[src/rtl/core/olad_pkg.sv]
`timescale 1ns / 1ps
`default_nettype none
// ----------------------------------------------------------------------------
// olad_pkg: shared definitions for the ordered list block
// Request codes, status codes, field widths and the default capacity.
// ----------------------------------------------------------------------------
package olad_pkg;

  localparam int unsigned DEFAULT_CAPACITY = 16;

  localparam int unsigned REQ_W    = 3;
  localparam int unsigned DATA_W   = 32;
  localparam int unsigned STATUS_W = 2;
  localparam int unsigned COUNT_W  = 5;

  // Request codes
  localparam logic [REQ_W-1:0] REQ_APPEND   = 3'd0;
  localparam logic [REQ_W-1:0] REQ_DEL_HEAD = 3'd1;
  localparam logic [REQ_W-1:0] REQ_DEL_KEY  = 3'd2;
  localparam logic [REQ_W-1:0] REQ_DEL_TAIL = 3'd3;
  localparam logic [REQ_W-1:0] REQ_LIST     = 3'd4;

  // Status codes
  localparam logic [STATUS_W-1:0] ST_OK        = 2'd0;
  localparam logic [STATUS_W-1:0] ST_EMPTY     = 2'd1;
  localparam logic [STATUS_W-1:0] ST_NOT_FOUND = 2'd2;
  localparam logic [STATUS_W-1:0] ST_FULL      = 2'd3;

endpackage : olad_pkg
`default_nettype wire

[src/rtl/core/ordered_list_append_delete.sv]
`timescale 1ns / 1ps
`default_nettype none
// ----------------------------------------------------------------------------
// ordered_list_append_delete: packed ordered list with append and delete
// Holds up to CAPACITY signed 32-bit values head first in a memory with one
// write and one read port, walked by a small sequencer around one shared comparator.
// ----------------------------------------------------------------------------
// Usage
//   Request channel: a beat is taken at a rising edge with start high and
//   busy low; req_type and value are sampled there.
//   Result channel: each result beat sits on status, entry_value,
//   entry_count and last_result for exactly one cycle with result_valid
//   high. last_result marks the final beat of a request. The receiver
//   cannot stall, so every beat must be taken when shown.
//   Request handling (n = entries held when the request arrives):
//     append, delete tail, empty-list requests, unused codes: result in the
//       next cycle, busy never rises, one request per cycle.
//     delete head: each of the n-1 entries behind the head is read, then
//       written one slot down; the result shows as busy falls.
//     delete by key: each entry up to the match is read, then compared;
//       each entry behind it is read, then moved down to close the gap.
//     list: n beats in all, each entry read, then emitted as a beat.
//   Each busy step is one memory read, then a compare, a write back or a beat.
//   Reset clears the count and the sequencer; stored words stay undefined
//   until written and are never read before that.
// ----------------------------------------------------------------------------
module ordered_list_append_delete
  import olad_pkg::*;
#(
  parameter int unsigned CAPACITY = DEFAULT_CAPACITY
) (
  input  wire                        clk,
  input  wire                        rst,
  input  wire                        start,
  output logic                       busy,
  input  wire  [REQ_W-1:0]           req_type,
  input  wire  signed [DATA_W-1:0]   value,
  output logic                       result_valid,
  output logic [STATUS_W-1:0]        status,
  output logic signed [DATA_W-1:0]   entry_value,
  output logic [COUNT_W-1:0]         entry_count,
  output logic                       last_result
);

  localparam int unsigned PTR_W = $clog2(CAPACITY);
  localparam int unsigned CNT_W = $clog2(CAPACITY + 1);

  // Sequencer states, one-hot
  typedef enum logic [6:0] {
    S_IDLE   = 7'b0000001,
    S_SR_RD  = 7'b0000010,  // read the entry under test
    S_SR_CMP = 7'b0000100,  // compare it with the key
    S_SH_RD  = 7'b0001000,  // read the entry above the gap
    S_SH_WR  = 7'b0010000,  // move it down into the gap
    S_LS_RD  = 7'b0100000,  // read the entry to list
    S_LS_OUT = 7'b1000000   // emit it as a result beat
  } state_t;

  state_t                   state, state_next;
  logic [CNT_W-1:0]         count, count_next;
  logic [PTR_W-1:0]         ptr, ptr_next;
  logic [DATA_W-1:0]        key, key_next;

  logic                     result_valid_next;
  logic [STATUS_W-1:0]      status_next;
  logic signed [DATA_W-1:0] entry_value_next;
  logic [COUNT_W-1:0]       entry_count_next;
  logic                     last_result_next;

  // Entry store and its ports
  logic [DATA_W-1:0]        mem [CAPACITY];
  logic                     mem_we;
  logic [PTR_W-1:0]         mem_waddr;
  logic [DATA_W-1:0]        mem_wdata;
  logic [PTR_W-1:0]         rd_addr;
  logic [DATA_W-1:0]        rd_data;

  logic                     accept;
  logic                     at_tail;
  logic                     shift_done;
  logic                     empty;
  logic                     full;

  assign busy       = (state != S_IDLE);
  assign accept     = start && !busy;
  assign empty      = (count == '0);
  assign full       = (count >= CNT_W'(CAPACITY));
  // true when ptr names the last held entry
  assign at_tail    = ((CNT_W'(ptr) + CNT_W'(1)) == count);
  // the gap has reached the slot below the tail
  assign shift_done = ((CNT_W'(ptr) + CNT_W'(2)) == count);

  // Read the entry above the gap while shifting, else the entry at ptr
  always_comb begin
    if (state == S_SH_RD) begin
      rd_addr = ptr + PTR_W'(1);
    end else begin
      rd_addr = ptr;
    end
  end

  always_ff @(posedge clk) begin
    if (mem_we) begin
      mem[mem_waddr] <= mem_wdata;
    end
    rd_data <= mem[rd_addr];
  end

  always_comb begin
    state_next        = state;
    count_next        = count;
    ptr_next          = ptr;
    key_next          = key;
    result_valid_next = 1'b0;
    status_next       = ST_OK;
    entry_value_next  = '0;
    last_result_next  = 1'b1;
    mem_we            = 1'b0;
    mem_waddr         = ptr;
    mem_wdata         = rd_data;

    case (state)
      S_IDLE: begin
        if (accept) begin
          case (req_type)
            REQ_APPEND: begin
              result_valid_next = 1'b1;
              if (full) begin
                status_next = ST_FULL;
              end else begin
                mem_we     = 1'b1;
                mem_waddr  = PTR_W'(count);
                mem_wdata  = value;
                count_next = count + CNT_W'(1);
              end
            end
            REQ_DEL_HEAD: begin
              if (empty) begin
                result_valid_next = 1'b1;
                status_next       = ST_EMPTY;
              end else if (count == CNT_W'(1)) begin
                result_valid_next = 1'b1;
                count_next        = '0;
              end else begin
                ptr_next   = '0;
                state_next = S_SH_RD;
              end
            end
            REQ_DEL_KEY: begin
              if (empty) begin
                result_valid_next = 1'b1;
                status_next       = ST_EMPTY;
              end else begin
                key_next   = value;
                ptr_next   = '0;
                state_next = S_SR_RD;
              end
            end
            REQ_DEL_TAIL: begin
              result_valid_next = 1'b1;
              if (empty) begin
                status_next = ST_EMPTY;
              end else begin
                count_next = count - CNT_W'(1);
              end
            end
            REQ_LIST: begin
              if (empty) begin
                result_valid_next = 1'b1;
                status_next       = ST_EMPTY;
              end else begin
                ptr_next   = '0;
                state_next = S_LS_RD;
              end
            end
            default: begin
              // unused codes: report ok, change nothing
              result_valid_next = 1'b1;
            end
          endcase
        end
      end
      S_SR_RD: begin
        state_next = S_SR_CMP;
      end
      S_SR_CMP: begin
        if (rd_data == key) begin
          if (at_tail) begin
            result_valid_next = 1'b1;
            count_next        = count - CNT_W'(1);
            state_next        = S_IDLE;
          end else begin
            state_next = S_SH_RD;
          end
        end else if (at_tail) begin
          result_valid_next = 1'b1;
          status_next       = ST_NOT_FOUND;
          state_next        = S_IDLE;
        end else begin
          ptr_next   = ptr + PTR_W'(1);
          state_next = S_SR_RD;
        end
      end
      S_SH_RD: begin
        state_next = S_SH_WR;
      end
      S_SH_WR: begin
        mem_we    = 1'b1;
        mem_waddr = ptr;
        mem_wdata = rd_data;
        if (shift_done) begin
          result_valid_next = 1'b1;
          count_next        = count - CNT_W'(1);
          state_next        = S_IDLE;
        end else begin
          ptr_next   = ptr + PTR_W'(1);
          state_next = S_SH_RD;
        end
      end
      S_LS_RD: begin
        state_next = S_LS_OUT;
      end
      S_LS_OUT: begin
        result_valid_next = 1'b1;
        entry_value_next  = rd_data;
        last_result_next  = at_tail;
        if (at_tail) begin
          state_next = S_IDLE;
        end else begin
          ptr_next   = ptr + PTR_W'(1);
          state_next = S_LS_RD;
        end
      end
      default: begin
        state_next = S_IDLE;
      end
    endcase

    // every beat reports the count held after the request
    entry_count_next = COUNT_W'(count_next);
  end

  // Control state
  always_ff @(posedge clk) begin
    if (rst) begin
      state        <= S_IDLE;
      count        <= '0;
      result_valid <= 1'b0;
    end else begin
      state        <= state_next;
      count        <= count_next;
      result_valid <= result_valid_next;
    end
  end

  // Payload: no reset needed
  always_ff @(posedge clk) begin
    ptr         <= ptr_next;
    key         <= key_next;
    status      <= status_next;
    entry_value <= entry_value_next;
    entry_count <= entry_count_next;
    last_result <= last_result_next;
  end

  // --------------------------------------------------------------------------
  // Assertions
  // --------------------------------------------------------------------------
  a_count_in_range: assert property (@(posedge clk) disable iff (rst)
    count <= CNT_W'(CAPACITY))
    else $error("held count exceeds capacity");

  a_status_beat_no_value: assert property (@(posedge clk) disable iff (rst)
    result_valid && (status != ST_OK) |-> (entry_value == '0) && last_result)
    else $error("status beat carries a value or is not final");

  a_more_beats_follow: assert property (@(posedge clk) disable iff (rst)
    result_valid && !last_result |-> busy)
    else $error("non-final beat with the sequencer idle");

  a_append_one_cycle: assert property (@(posedge clk) disable iff (rst)
    accept && (req_type == REQ_APPEND) |=> result_valid && last_result && !busy)
    else $error("append did not complete in one cycle");

  a_busy_no_accept_beat: assert property (@(posedge clk) disable iff (rst)
    $fell(busy) |-> $past(result_valid_next))
    else $error("sequencer returned to idle without a final beat");

endmodule : ordered_list_append_delete
`default_nettype wire

[config.mk]
export PLATFORM = sky130hd
export DESIGN_NAME = ordered_list_append_delete
export DESIGN_NICKNAME = d
export VERILOG_FILES = /design/src/rtl/core/olad_pkg.sv /design/src/rtl/core/ordered_list_append_delete.sv
export SDC_FILE = /design/constraint.sdc
export NUM_CORES = 1
export LEC_CHECK = 0
export BUFFER_PORTS_ARGS = -buffer_cell sky130_fd_sc_hd__buf_4
export CORE_ASPECT_RATIO = 1.4
export CORE_MARGIN = 2
export CORE_UTILIZATION = 55
export DETAILED_ROUTE_END_ITERATION = 7
export PLACE_DENSITY_LB_ADDON = 0.05
export SLEW_MARGIN = 5
export SYNTH_ARGS = -nofsm -noshare
export SYNTH_HDL_FRONTEND = slang
export SYNTH_SLANG_ARGS = --single-unit
[constraint.sdc]
create_clock -name clk -period 3.2 [get_ports clk]
set_input_delay 0.16 -clock clk [delete_from_list [all_inputs] [get_ports clk]]
set_output_delay 0.16 -clock clk [all_outputs]
set_load 0.05 [all_outputs]
==> summary.txt <==
Global route
  – Largest net degree at the start of global routing: 91
  – Vias in the first global route: around 18000
  – Initial antenna violation count: 0
  – Final global-route overflow total: 0
  – First-pass GRT wire length: around 110 mm
  – Global Route Usage Sum: just under 30%

Clock tree
  – Clock Tree Buf Depth: 3
  – CTS tree: done
  – Reg clk slew, reported paths: 0.06 ns
  – Post-CTS Setup Repair Bufs: 0
  – Root buf cell: clkbuf_16
  – TritonCTS Buffers: 60
  – Clock Latency Late Sink: roughly 0.64 ns
  – H-tree level count: 2
  – Clk sink count: 633

Worst hold path
  – Hold Path Origin: req_type[0]
  – Hold Crit Class: input pin to flip-flop
  – Worst Hold Depth: 4
  – Hold endpoint: state[1]

Timing
  – Final hold vios: 0
  – Clock skew: 0.0271 ns
  – Relative slew margins: between 10% and 20%
  – Slew of the pin with the lowest slew margin: 1.21 ns
  – Max Clock Freq: 337 MHz
  – Setup TNS: 0 ns
  – RSZ-0062 raised after global routing: false
  – Setup Viol. Count Final: 0
  – Final min period: around 3.0 ns
  – Final worst slack: between 0.2 and 0.25 ns
  – WHS: between 0.08 and 0.09 ns
  – Slew Limit Fails: 0
  – Tcrit/Tclk final: 92.7%

Floorplanning
  – Area of the die: 51000 sq um
  – DIE WIDTH: around 190 um
  – Site row count: 96
  – Io pins: 80
  – Area of the core: 48800 sq um
  – Initial Util: about 55%
  – Die Ht: 266 um

Synthesis
  – Syn_area_per_cell: 12.9 sq um
  – Top_reg_cell synth: edfxtp_1
  – Top post-synthesis cells by area: edfxtp_1 61%, dfxtp_1 6.3%, nand2_1 4.8%
  – Syn_nets: about 2100
  – Register area share after synthesis: 67.1%
  – Cell accounting for the most synthesized area: edfxtp_1
  – Post-synth cell types: 72
  – Gate Count Post-Synth: 2090
  – Yosys top cell area share: 60.8%
  – #FFs+latches synth: 633
  – Number of synthesized flops with an enable pin: 548
  – Syn. warnings: 0
  – FFs w/ async S/R, synth: 0%
  – Mapped Area: 27100 sq um

Routing
  – Routed WL per cell: 25.6 um
  – Residual DRC: 0
  – Drt total wl: 75.1 mm
  – Vias: about 19000
  – DR vias/cell: 6.35
  – DR pass1 iterations: 6
  – Initial DRC Count: 1527
  – Routed Antenna Nets: 0

Power and ir drop
  – Pwr Density: 611 nW/um^2
  – Worst vdd ir: 0.000509 V
  – Static leakage: 11.2 nW

Setup path
  – Critical Path Start Type: flip-flop
  – Reg2reg path depth: 7
  – Crit path capture type: flip-flop
  – CP required: 3.56 ns
  – CP max FO: 27
  – Worst setup startpoint: state[1]
  – FF-to-FF End: mem[11][16]
  – R2R Setup Slk: between 0.2 and 0.25 ns
  – Arrival time at the worst endpoint: 3.32 ns
  – Reg2reg start: state[1]
  – CP Class: flip-flop to flip-flop

Place
  – Port bufs: 79
  – Placer Congestion: 0.896
  – Placement Setup Slack: 0.170 ns
  – DP HPWL: 47.3 mm

Final layout
  – Ant. Diodes: 0
  – Most frequent cells in the layout: 548 x edfxtp_1, 345 x nand2_1, 186 x buf_4
  – Most common cell after layout, fill and taps aside: edfxtp_1
  – Area grow syn2layout: 16.8%
  – Nets@finish: 2290
  – Share of layout cells above drive strength 1: between 10% and 20%

Outcome
  – Status: completed

Flow run
  – Max-cap violations: 0
## metrics by stage
stage | cells | utilization, % | power [mW] | area (sq um)
5_1_grt | 2935 | 64.8 | 19.9 | 31600
3_5_place_dp | 2786 | 60.1 | 12.5 | 29300
4_1_cts | 2935 | 64.8 | 19.4 | 31600
3_3_place_gp | 2786 | 60.1 | 12.4 | 29300
2_1_floorplan | 2090 | - | 11.3 | 27100
6_report | 2935 | 64.8 | 19.3 | 31600
## sequential cells by signal (all words and copies together), names as in the netlist
| register | count |
|---|---|
| state | 7 |
| last_result | 1 |
| result_valid | 1 |
| entry_count | 5 |
| status | 2 |
| entry_value | 32 |
| mem | 512 |
| ptr | 4 |
| key | 32 |
| rd_data | 32 |
| count | 5 |
## Yosys cell counts (15+ instances only)
cell type and number:
a21oi_1 36, a221oi_1 16, a22o_1 15, a22oi_1 154
a31oi_1 22, and2_1 35, and3_1 31, buf_2 44
clkbuf_1 88, dfxtp_1 85, edfxtp_1 548, mux2i_1 83
mux4_2 19, nand2_1 346, nand3_1 131, nand3b_1 21
nand4_1 16, nor2_1 62, nor3_1 16, o21ai_0 62
o221ai_1 31, o22ai_1 35, xnor2_1 38
## routing by layer
layer,global-route usage (%),share of wire [%],vias up
li1,-,-,8352
met5,0,0,-
met4,11.7,4.3,0
met2,51.6,51,791
met3,4.12,6.5,183
met1,37.5,38,9312
## cell type report
cell class / count / area (sq um)
clock buffers: 89 / 1730
clock inverters: 24 / 210
fillers: 3675 / 17200
inverters: 9 / 33.8
multi-input cells: 1297 / 8440
flip-flops and latches: 633 / 18200
well taps: 637 / 797
repair buffers: 246 / 2240
## power by group
group	internal [mW]	leakage [nW]	switching, mW	total, mW
logic	0.923	4.58	1.85	2.77
registers	9.42	5.64	0.162	9.58
clock network	3.91	0.948	3.04	6.95
total	14.3	11.2	5.05	19.3
## timing repair
item / 4_1_cts / 5_1_grt
hold buffers: 36 / 0
setup endpoints to repair: 0 / 2
hold endpoints to repair: 45 / 0
resized for setup: 0 / 1
## worst max path at each step
stage,to,slack [ns],cells past startpoint
after floorplan,mem[11][0],-0.27,9
after global placement,rd_data[19],0.18,8
after detailed placement,rd_data[25],0.17,8
after CTS,rd_data[7],0.14,8
after global routing,ptr[2],0.05,7
final,mem[11][16],0.23,7
## logic make-up (layout without fill, tap and decap cells)
logic type / after synthesis / in the layout / share of synthesized area [%]
multiplexers: 102 / 102 / 4.65
AO/OA/AOI/OAI: 446 / 446 / 11.6
AND/OR/NAND/NOR: 696 / 696 / 12.1
buffers and inverters: 160 / 368 / 2.57
adder cells (fa/ha/maj): 5 / 5 / 0.231
XOR/XNOR: 48 / 48 / 1.73
flip-flops: 633 / 633 / 67.1
## worst max-delay path, cell delays in order, from the launching register on
cell	delay [ns]
dfxtp_1	0.39
nor3_1	0.28
and4b_1	0.29
nand4_1	0.24
and3_1	0.27
a31oi_1	0.87
nor2_4	0.10
buf_12	0.25
Note: power is estimated with default switching activity, not from simulation.
